===== config.mk =====
export PLATFORM = sky130hd
export DESIGN_NAME = uart_receive_ring_buffer
export DESIGN_NICKNAME = d
export VERILOG_FILES = /design/src/hdl/urrb_pkg.sv /design/src/hdl/urrb_ring.sv /design/src/hdl/uart_receive_ring_buffer.sv
export SDC_FILE = /design/constraint.sdc
export NUM_CORES = 2
export LEC_CHECK = 0
export ABC_AREA = 0
export BUFFER_PORTS_ARGS = -buffer_cell sky130_fd_sc_hd__buf_2
export CAP_MARGIN = 0
export CORE_MARGIN = 2
export CORE_UTILIZATION = 55
export CTS_BUF_LIST = sky130_fd_sc_hd__clkbuf_8
export DETAILED_ROUTE_END_ITERATION = 8
export HOLD_SLACK_MARGIN = 0.1
export PLACE_DENSITY = 0.71
export REMOVE_ABC_BUFFERS = 1
export SLEW_MARGIN = 5
export SYNTH_ARGS = -nofsm -noshare
export SYNTH_HDL_FRONTEND = slang
export SYNTH_HIERARCHICAL = 1
export SYNTH_SLANG_ARGS = --single-unit

===== constraint.sdc =====
create_clock -name clock -period 17.5 [get_ports clock]
set_clock_uncertainty 0.15 [all_clocks]
set_input_delay 1.75 -clock clock [delete_from_list [all_inputs] [get_ports clock]]
set_output_delay 1.75 -clock clock [all_outputs]
set_load 0.05 [all_outputs]

===== src/hdl/urrb_pkg.sv =====
// ----------------------------------------------------------------------------
// urrb_pkg
// Shared types and constants for the UART receive ring buffer.
// ----------------------------------------------------------------------------
package urrb_pkg;

   localparam int DEPTH   = 256;
   localparam int PTR_W   = $clog2(DEPTH);
   localparam int LEVEL_W = (PTR_W + 1 > 8) ? PTR_W + 1 : 8;
   localparam int CNT_W   = 32;
   localparam int FILL_W  = 8;

   typedef enum logic [1:0] {
      ACT_RECEIVE = 2'd0,
      ACT_READ    = 2'd1,
      ACT_FLUSH   = 2'd2,
      ACT_CLEAR   = 2'd3
   } action_type;

   // Buffer operations, already qualified by the transaction handshake.
   typedef struct packed {
      logic push;
      logic pop;
      logic flush;
   } urrb_ops_type;

   // Buffer status seen before the current operation.
   typedef struct packed {
      logic              full;
      logic              empty;
      logic [FILL_W-1:0] level;
   } urrb_stat_type;

endpackage


===== src/hdl/urrb_ring.sv =====
// ----------------------------------------------------------------------------
// urrb_ring
// Byte store with write and read pointers; keeps one slot free.
// ----------------------------------------------------------------------------
module urrb_ring
   import urrb_pkg::*;
(
   input  logic          clock,
   input  logic          reset,
   input  urrb_ops_type  ops,
   input  logic [7:0]    wr_data,
   output urrb_stat_type stat,
   output logic [7:0]    rd_data
);

   logic [7:0]       byte_store [DEPTH];
   logic [PTR_W-1:0] wr_ptr_ff, wr_ptr_in;
   logic [PTR_W-1:0] rd_ptr_ff, rd_ptr_in;
   logic [7:0]       rd_data_ff;
   logic [PTR_W-1:0] wr_next;
   logic [PTR_W-1:0] rd_next;
   logic [LEVEL_W-1:0] level;

   function automatic logic [PTR_W-1:0] ptr_next(input logic [PTR_W-1:0] p);
      return (p == PTR_W'(DEPTH - 1)) ? '0 : p + 1'b1;
   endfunction

   always_comb begin
      wr_next = ptr_next(wr_ptr_ff);
      rd_next = ptr_next(rd_ptr_ff);
      // Pointers need not wrap at a power of two, so the level is formed explicitly.
      if (wr_ptr_ff >= rd_ptr_ff) begin
         level = LEVEL_W'(wr_ptr_ff) - LEVEL_W'(rd_ptr_ff);
      end else begin
         level = LEVEL_W'(DEPTH) - LEVEL_W'(rd_ptr_ff) + LEVEL_W'(wr_ptr_ff);
      end
      stat.full  = (wr_next == rd_ptr_ff);
      stat.empty = (wr_ptr_ff == rd_ptr_ff);
      stat.level = level[FILL_W-1:0];

      wr_ptr_in = ops.push ? wr_next : wr_ptr_ff;
      if (ops.pop) begin
         rd_ptr_in = rd_next;
      end else if (ops.flush) begin
         rd_ptr_in = wr_ptr_ff;
      end else begin
         rd_ptr_in = rd_ptr_ff;
      end
   end

   always_ff @(posedge clock) begin
      if (reset) begin
         wr_ptr_ff <= '0;
         rd_ptr_ff <= '0;
      end else begin
         wr_ptr_ff <= wr_ptr_in;
         rd_ptr_ff <= rd_ptr_in;
      end
   end

   always_ff @(posedge clock) begin
      if (ops.push) begin
         byte_store[wr_ptr_ff] <= wr_data;
      end
   end

   // Read data holds until the next pop, so a stalled result keeps its byte.
   always_ff @(posedge clock) begin
      if (ops.pop) begin
         rd_data_ff <= byte_store[rd_ptr_ff];
      end
   end

   assign rd_data = rd_data_ff;

endmodule


===== src/hdl/uart_receive_ring_buffer.sv =====
// ----------------------------------------------------------------------------
// uart_receive_ring_buffer
// Receive side of a serial port: byte ring buffer and error counters.
// ----------------------------------------------------------------------------
// Timing: an accepted transaction is held in a pending stage, then moves to
// the output register that drives rsp_tvalid once the result side is free.
// Throughput: one transaction per cycle while the result side keeps up; the
// registered read of the byte store is covered by a pending stage.
// Reset: synchronous; pointers and counters clear, receive is enabled, and
// the byte store itself is not cleared.
module uart_receive_ring_buffer
   import urrb_pkg::*;
(
   input  logic         clock,
   input  logic         reset,
   input  logic         csr_wr_en,
   input  logic         csr_wr_data,   // rx_enable
   input  logic         req_tvalid,
   output logic         req_tready,
   input  logic [15:0]  req_tdata,     // rx_byte, has_byte, overrun_flag,
                                       // framing_flag, noise_flag, zero pad
   input  logic [1:0]   req_tuser,     // action
   output logic         rsp_tvalid,
   input  logic         rsp_tready,
   output logic [143:0] rsp_tdata,     // read_byte, fill_count, dropped_count,
                                       // hw_overrun_count, framing_count,
                                       // noise_count
   output logic         rsp_tuser      // byte_valid
);

   logic rx_enable_ff;

   logic [CNT_W-1:0] drop_ff, drop_in;
   logic [CNT_W-1:0] ovr_ff, ovr_in;
   logic [CNT_W-1:0] frm_ff, frm_in;
   logic [CNT_W-1:0] noi_ff, noi_in;

   logic pend_ff, pend_in;
   logic pend_byte_ff, pend_byte_in;
   logic out_valid_ff, out_valid_in;
   logic out_byte_valid_ff;
   logic [7:0]        out_byte_ff;
   logic [FILL_W-1:0] out_fill_ff;
   logic [CNT_W-1:0]  out_drop_ff, out_ovr_ff, out_frm_ff, out_noi_ff;

   logic          accept;
   logic          out_free;
   logic          pend_move;
   action_type    action;
   logic [7:0]    rx_byte;
   logic          has_byte;
   urrb_ops_type  ops;
   urrb_stat_type stat;
   logic [7:0]    rd_data;
   logic          is_recv;

   assign action   = action_type'(req_tuser);
   assign rx_byte  = req_tdata[7:0];
   assign has_byte = req_tdata[8];

   assign out_free   = !out_valid_ff || rsp_tready;
   assign pend_move  = pend_ff && out_free;
   assign req_tready = !pend_ff || out_free;
   assign accept     = req_tvalid && req_tready;
   assign is_recv    = accept && (action == ACT_RECEIVE);

   always_comb begin
      ops.push  = is_recv && has_byte && rx_enable_ff && !stat.full;
      ops.pop   = accept && (action == ACT_READ) && rx_enable_ff && !stat.empty;
      ops.flush = accept && (action == ACT_FLUSH) && rx_enable_ff;

      drop_in = drop_ff;
      ovr_in  = ovr_ff;
      frm_in  = frm_ff;
      noi_in  = noi_ff;
      if (accept && (action == ACT_CLEAR)) begin
         drop_in = '0;
         ovr_in  = '0;
         frm_in  = '0;
         noi_in  = '0;
      end else if (is_recv) begin
         // A byte received while disabled is discarded, not counted as dropped.
         if (has_byte && rx_enable_ff && stat.full) begin
            drop_in = drop_ff + 1'b1;
         end
         if (req_tdata[9]) begin
            ovr_in = ovr_ff + 1'b1;
         end
         if (req_tdata[10]) begin
            frm_in = frm_ff + 1'b1;
         end
         if (req_tdata[11]) begin
            noi_in = noi_ff + 1'b1;
         end
      end

      if (accept) begin
         pend_in = 1'b1;
      end else if (pend_move) begin
         pend_in = 1'b0;
      end else begin
         pend_in = pend_ff;
      end
      pend_byte_in = accept ? ops.pop : pend_byte_ff;

      if (pend_move) begin
         out_valid_in = 1'b1;
      end else if (rsp_tready) begin
         out_valid_in = 1'b0;
      end else begin
         out_valid_in = out_valid_ff;
      end
   end

   urrb_ring u_ring (
      .clock   (clock),
      .reset   (reset),
      .ops     (ops),
      .wr_data (rx_byte),
      .stat    (stat),
      .rd_data (rd_data)
   );

   always_ff @(posedge clock) begin
      if (reset) begin
         rx_enable_ff <= 1'b1;
         drop_ff      <= '0;
         ovr_ff       <= '0;
         frm_ff       <= '0;
         noi_ff       <= '0;
         pend_ff      <= 1'b0;
         out_valid_ff <= 1'b0;
      end else begin
         if (csr_wr_en) begin
            rx_enable_ff <= csr_wr_data;
         end
         drop_ff      <= drop_in;
         ovr_ff       <= ovr_in;
         frm_ff       <= frm_in;
         noi_ff       <= noi_in;
         pend_ff      <= pend_in;
         out_valid_ff <= out_valid_in;
      end
   end

   // The pending transaction already updated pointers and counters, so the
   // live values are exactly its result when it moves to the output.
   always_ff @(posedge clock) begin
      pend_byte_ff <= pend_byte_in;
      if (pend_move) begin
         out_byte_valid_ff <= pend_byte_ff;
         out_byte_ff       <= pend_byte_ff ? rd_data : 8'd0;
         out_fill_ff       <= rx_enable_ff ? stat.level : '0;
         out_drop_ff       <= drop_ff;
         out_ovr_ff        <= ovr_ff;
         out_frm_ff        <= frm_ff;
         out_noi_ff        <= noi_ff;
      end
   end

   assign rsp_tvalid = out_valid_ff;
   assign rsp_tuser  = out_byte_valid_ff;
   assign rsp_tdata  = {out_noi_ff, out_frm_ff, out_ovr_ff, out_drop_ff,
                        out_fill_ff, out_byte_ff};

endmodule

; ---- Word-level counts from Yosys, hierarchy flattened
; Memory sizes are Yosys's and may differ from the RTL's. A register that Yosys moved wholly into a read port is not among the register bits.
; Cells that the tools add are included.
[word_totals]
ff_bits = 293
mem_bits_rw = 2048
inputBits = 24
out_inout_bits = 147
wordCells = 75
memories = 1
[memory_table]
columns = name, depth, word_bits, read_ports, rd_ports_with_merged_regs, wr, line_no
row1 = u_ring.byte_store, 256, 8, 1, 1, 1, urrb_ring.sv:16  ; logic [7:0] byte_store [DEPTH];
[classes]
n_addsub = 9
n_lt_le_gt_ge = 1
eq_ne = 7
muxes = 11
n_reduce_logical = 29
[op_table]
columns = cell, count
row1 = $add A32 B1 Y32 const B, 4
row2 = $mux W8, 5
row3 = $add A8 B1 Y8 const B, 2
row4 = $eq A8 B8 Y1, 2
row5 = $eq A8 B8 Y1 const B, 2
row6 = $logic_and A1 B1 Y1, 14
row7 = $add A8 B8 Y8, 1
row8 = $ge A8 B8 Y1, 1
row9 = $reduce_and A2 Y1, 4
row10 = $sub A1 B8 Y8 const A, 1
row11 = $sub A8 B8 Y8, 1
row12 = $mux W1, 6
row13 = $reduce_bool A2 Y1, 3
row14 = $eq A2 B2 Y1 const B, 2
row15 = $logic_not A1 Y1, 4
row16 = $eq A2 B1 Y1 const B, 1
row17 = $logic_not A2 Y1, 1
row18 = $logic_or A1 B1 Y1, 2
row19 = $reduce_or A2 Y1, 1

; ---- Longest topological paths before layout
[depth]
depth_word = 10
ltp_mapped = 19
ltp_nobuf = 12

; ---- Modules after synthesis
; The synthesis kept the hierarchy.
[by_module_without_submodules]
columns = mod, n_inst, cells_per_inst, area_each_um2, seq_area_each_um2
row1 = urrb_ring, 1, 3985, 81298.0, 62059.5
row2 = uart_receive_ring_buffer, 1, 883, 10630.2, 7006.7

; ---- Least setup slack after synthesis
; OpenSTA, ideal clock, no wires.
[synth_timing]
path_kind = in2reg
from = input port rsp_tready
to = register out_byte_ff[0] (enable)
setup_time_ns = 0.870
arrival_ns = 12.245
slack_ns = 4.235
path_stages = 2
n_path_buf = 0
path_cell_list = inv_1 a21boi_0
[synth_via]
elab_chain_len = 2
[synth_rtl]
columns = element, line_no
row1 = start: declaration, uart_receive_ring_buffer.sv:24  ; input logic rsp_tready,
row2 = $logic_or A1 B1 Y1, uart_receive_ring_buffer.sv:61  ; assign out_free = !out_valid_ff || rsp_tready;
row3 = $logic_and A1 B1 Y1, uart_receive_ring_buffer.sv:62  ; assign pend_move = pend_ff && out_free;
row4 = end signal: assignment, uart_receive_ring_buffer.sv:152  ; out_byte_ff <= pend_byte_ff ? rd_data : 8'd0;
row5 = end: declaration, uart_receive_ring_buffer.sv:42  ; logic [7:0] out_byte_ff;
; Every way passes these cells.
; A chain may end at the register's enable or synchronous reset.

; ---- Worst setup path after layout
[layout_timing]
from = register u_ring.rd_ptr_ff[0]
to = register u_ring.rd_data_ff[6], in the netlist u_ring/rd_data[6], read port of u_ring.byte_store, data pin
[layout_via]
elab_chain_len = 3
[layout_rtl]
columns = element, line_no
row1 = start: declaration, urrb_ring.sv:18  ; logic [PTR_W-1:0] rd_ptr_ff, rd_ptr_in;
row2 = start signal: assignment, urrb_ring.sv:57  ; rd_ptr_ff <= rd_ptr_in;
row3 = $eq A8 B8 Y1, urrb_ring.sv:38  ; stat.empty = (wr_ptr_ff == rd_ptr_ff);
row4 = $logic_not A1 Y1, uart_receive_ring_buffer.sv:69  ; ops.pop = accept && (action == ACT_READ) && rx_enable_ff && !stat.empty;
row5 = $logic_and A1 B1 Y1, uart_receive_ring_buffer.sv:69
row6 = end: declaration, urrb_ring.sv:19  ; logic [7:0] rd_data_ff;
; Several ways; a longest one is shown, not always the timed one.

==> flow_metrics.env <==
export IMPL_status="complete, no violations"
export IMPL_cts_max_path_buffers=4
export IMPL_final_hold_violation_count=0
export IMPL_rsz0062_at_grt="no"
export IMPL_worstSetupPathType="reg -> reg"
export IMPL_avgRoutedWirePerCell_um=30.3
export IMPL_maxCapViolCount=0
export IMPL_max_stage_delay_ps=840
export IMPL_overflow=0
export IMPL_dpl_hpwl_um=140000
export IMPL_netlist_top_cells_area="edfxtp_1 (72%), mux4_2 (12%), dfxtp_1 (3.2%)"
export IMPL_peakVddDrop_mv=0.0823
export IMPL_critPathTopFamily="buffers and inverters"
export IMPL_synth_avg_cell_area_um2=18.9
export IMPL_final_max_slew_violation_count=0
export IMPL_grt_pass1_vias=48300
export IMPL_cp_arrival_ps=6610
export IMPL_drc=0
export IMPL_area_growth_pct=10.7
export IMPL_numCtsBuffers=381
export IMPL_clock_sinks=2349
export IMPL_rows=150
export IMPL_drt_total_wl_um=234000
export IMPL_critPathMaxFanout=94
export IMPL_end_kind="register"
export IMPL_cts_htree_levels=5
export IMPL_synth_seq_cells=2349
export IMPL_yosys_warnings=6
export IMPL_fmax_ghz=0.167
export IMPL_routabilityCongestion=0.890
export IMPL_leakage_nw=31.5
export IMPL_post_cts_buffers=0
export IMPL_finalSetupViolations=0
export IMPL_comb_power_share_pct=2.6
export IMPL_setup_tns_ps=0
export IMPL_io_buffers=166
export IMPL_multi_input_area_um2=21300
export IMPL_die_y_um=413
export IMPL_synth_largest_area_cell="edfxtp_1"
export IMPL_drive_gt1_share_pct=22.9
export IMPL_worstMarginPinSlew_ps=1340
export IMPL_pre_cts_ws_ps=11470
export IMPL_fin_crit_ps=5990
export IMPL_ys_types=89
export IMPL_synth_ff_type="edfxtp_1"
export IMPL_grt_pass1_wl_um=336000
export IMPL_cts_tree="built"
export IMPL_grt_antenna_before_repair=5
export IMPL_grt_max_degree=168
export IMPL_vias_per_cell=6.41
export IMPL_syn_area_um2=91900
export IMPL_fin_crit_sh_pct=34.2
export IMPL_fillerInstances=11700
export IMPL_p_sw_mw=2.33
export IMPL_insertion_delay_ps=1040
export IMPL_cp_start_kind="register"
export IMPL_seq_area_um2=69100
export IMPL_path_buf_inv=3
export IMPL_ctsHoldBuffers=0
export IMPL_yosysSeqAreaShare_pct=75.1
export IMPL_fp_dieW_um=413
export IMPL_floorplan_initialDensity_pct=55.2
export IMPL_core_area_um2=167000
export IMPL_dr_total_vias=49600
export IMPL_drt_initial_drc_count=7039
export IMPL_hp_class="reg -> reg"
export IMPL_die_area_um2=170000
export IMPL_power_density_nw_per_um2=106
export IMPL_p_seq_share_pct=57.2
export IMPL_nNetsFinal=5279
export IMPL_path_clk_slew_ps=60
export IMPL_grt_use_total_pct=27.6
export IMPL_swShare_pct=21.6
export IMPL_dr_pass1_iters=8
export IMPL_cp_cell_sequence="buf_4 > buf_12 > buf_4 > mux4_2 > mux4_2 > a22oi_1 > o311ai_1 > nor4_2 > o41ai_1"
export IMPL_intPower_mw=8.45
export IMPL_cp_slowest_cell="dfxtp_4"
export IMPL_ios=171
export IMPL_root_buffer="clkbuf_8"
export IMPL_cts_resized=0
export IMPL_synth_edf_count=2202
export IMPL_syn_inst=4868
export IMPL_pwr_share_clk_pct=40.1
export IMPL_fin_ws_ps=11510
export IMPL_synth_top_area_share_pct=71.9
export IMPL_required_ps=18130
export IMPL_async_flop_share_pct=0
export IMPL_ant_nets=0
export IMPL_slew_headroom_pct=10.5
cell usage in the layout, fill, tap and decap left out, drive strengths merged, types with 26 or more instances in the layout:
master and count:
edfxtp 2202, mux4 484, nor2 435, clkbuf 409, buf 246, nand2 231, dfxtp 147, inv 143
clkinv 142, mux2i 127, a21oi 96, nand3 85, xor2 64, nand4 60, o21ai 58, a22oi 56
xnor2 48, nor3 46, o22ai 45, and2 39, and3 30, nor4 30, or3 26
power groups by stage:
stage | sequential, mW | clock, mW | combinational [mW]
floorplan | 6.35 | 0 | 0.0831
global placement | 6.28 | 0 | 0.275
detailed placement | 6.28 | 0 | 0.282
CTS | 6.17 | 4.41 | 0.282
global route | 6.16 | 4.64 | 0.297
finish | 6.17 | 4.33 | 0.284
per-stage QoR:
step           cells  power, mW  cell area [um^2]  hold WS (ps)  util, %
6_report        7730       10.8            102000           301     61.1
3_3_place_gp    7059       6.56             94900           278     57.0
2_1_floorplan   4601       6.43             90400           267        -
4_1_cts         7727       10.9            102000           302     61.1
5_1_grt         7729       11.1            102000           311     61.1
3_5_place_dp    7059       6.57             94900           287     57.0
cell families (layout without fill, tap and decap cells):
family / count (synthesis) / in the layout / share of synthesized area, %
flops: 2349 / 2349 / 75.1
simple gates: 1061 / 1061 / 5.44
mux: 625 / 625 / 13.4
compound gates: 404 / 404 / 2.95
other cells: 0 / 3 / 0
fa+ha+maj: 17 / 17 / 0.240
xor+xnor: 112 / 112 / 1.07
buf+inv: 300 / 955 / 1.74
per-layer routing:
metal | part of all wire (%) | vias to the layer above | GRT usage, %
met5 | 0.024 | - | 0
met4 | 4.2 | 8 | 11.4
met3 | 11 | 557 | 6.73
met2 | 46 | 3150 | 42.1
met1 | 38 | 25400 | 38.5
li1 | - | 20500 | -
flip-flops by register name (all words and copies together) (netlist names), 32 cells and up:
register           flops
out_frm_ff            32
ovr_ff                32
frm_ff                32
u_ring/byte_store   2048
out_ovr_ff            32
out_drop_ff           32
out_noi_ff            32
drop_ff               32
noi_ff                32
cell usage after synthesis (5+ instances only):
cell       instances
nor2b_1           25
a221oi_1          14
o21ai_0           57
nand4_1           57
a22o_1            13
nor4_1            25
mux2_2            14
inv_1             30
a2111oi_0          7
nand2b_1          11
and3_1            30
buf_4             28
xor2_1            64
a21oi_1           96
mux4_2           481
and2_1            36
and4_1            10
or3_1             26
a31oi_1           18
o211ai_1           5
nand3_1           85
dfxtp_1          147
xnor2_1           48
ha_1              16
nor3_1            44
buf_2             64
mux2i_1          127
nor2_1           433
buf_6             32
or4_1              8
o221ai_1          21
o311ai_0           6
o31ai_1            6
a22oi_1           56
edfxtp_1        2202
clkbuf_1         118
nand2_1          231
buf_1             21
o22ai_1           45
a211oi_1          15
worst paths after layout:
path,slack [ps],start,end,depth (start not counted)
max,11510,u_ring/rd_ptr_ff[0],u_ring/rd_data[6],9
min,300,noi_ff[31],out_noi_ff[31],0
max reg2reg,11510,u_ring/rd_ptr_ff[0],u_ring/rd_data[6],9
min reg2reg,300,noi_ff[31],out_noi_ff[31],0
final cells by class:
type	instances	share of cell area, %
Clock buffer	401	5.42
Multi-Input combinational cell	2219	21.0
Inverter	33	0.124
Tap cell	2204	2.71
Timing Repair Buffer	254	1.61
Sequential cell	2349	67.9
Antenna cell	3	0.00737
Clock inverter	267	1.30
Power figures use the tool's default switching activity.
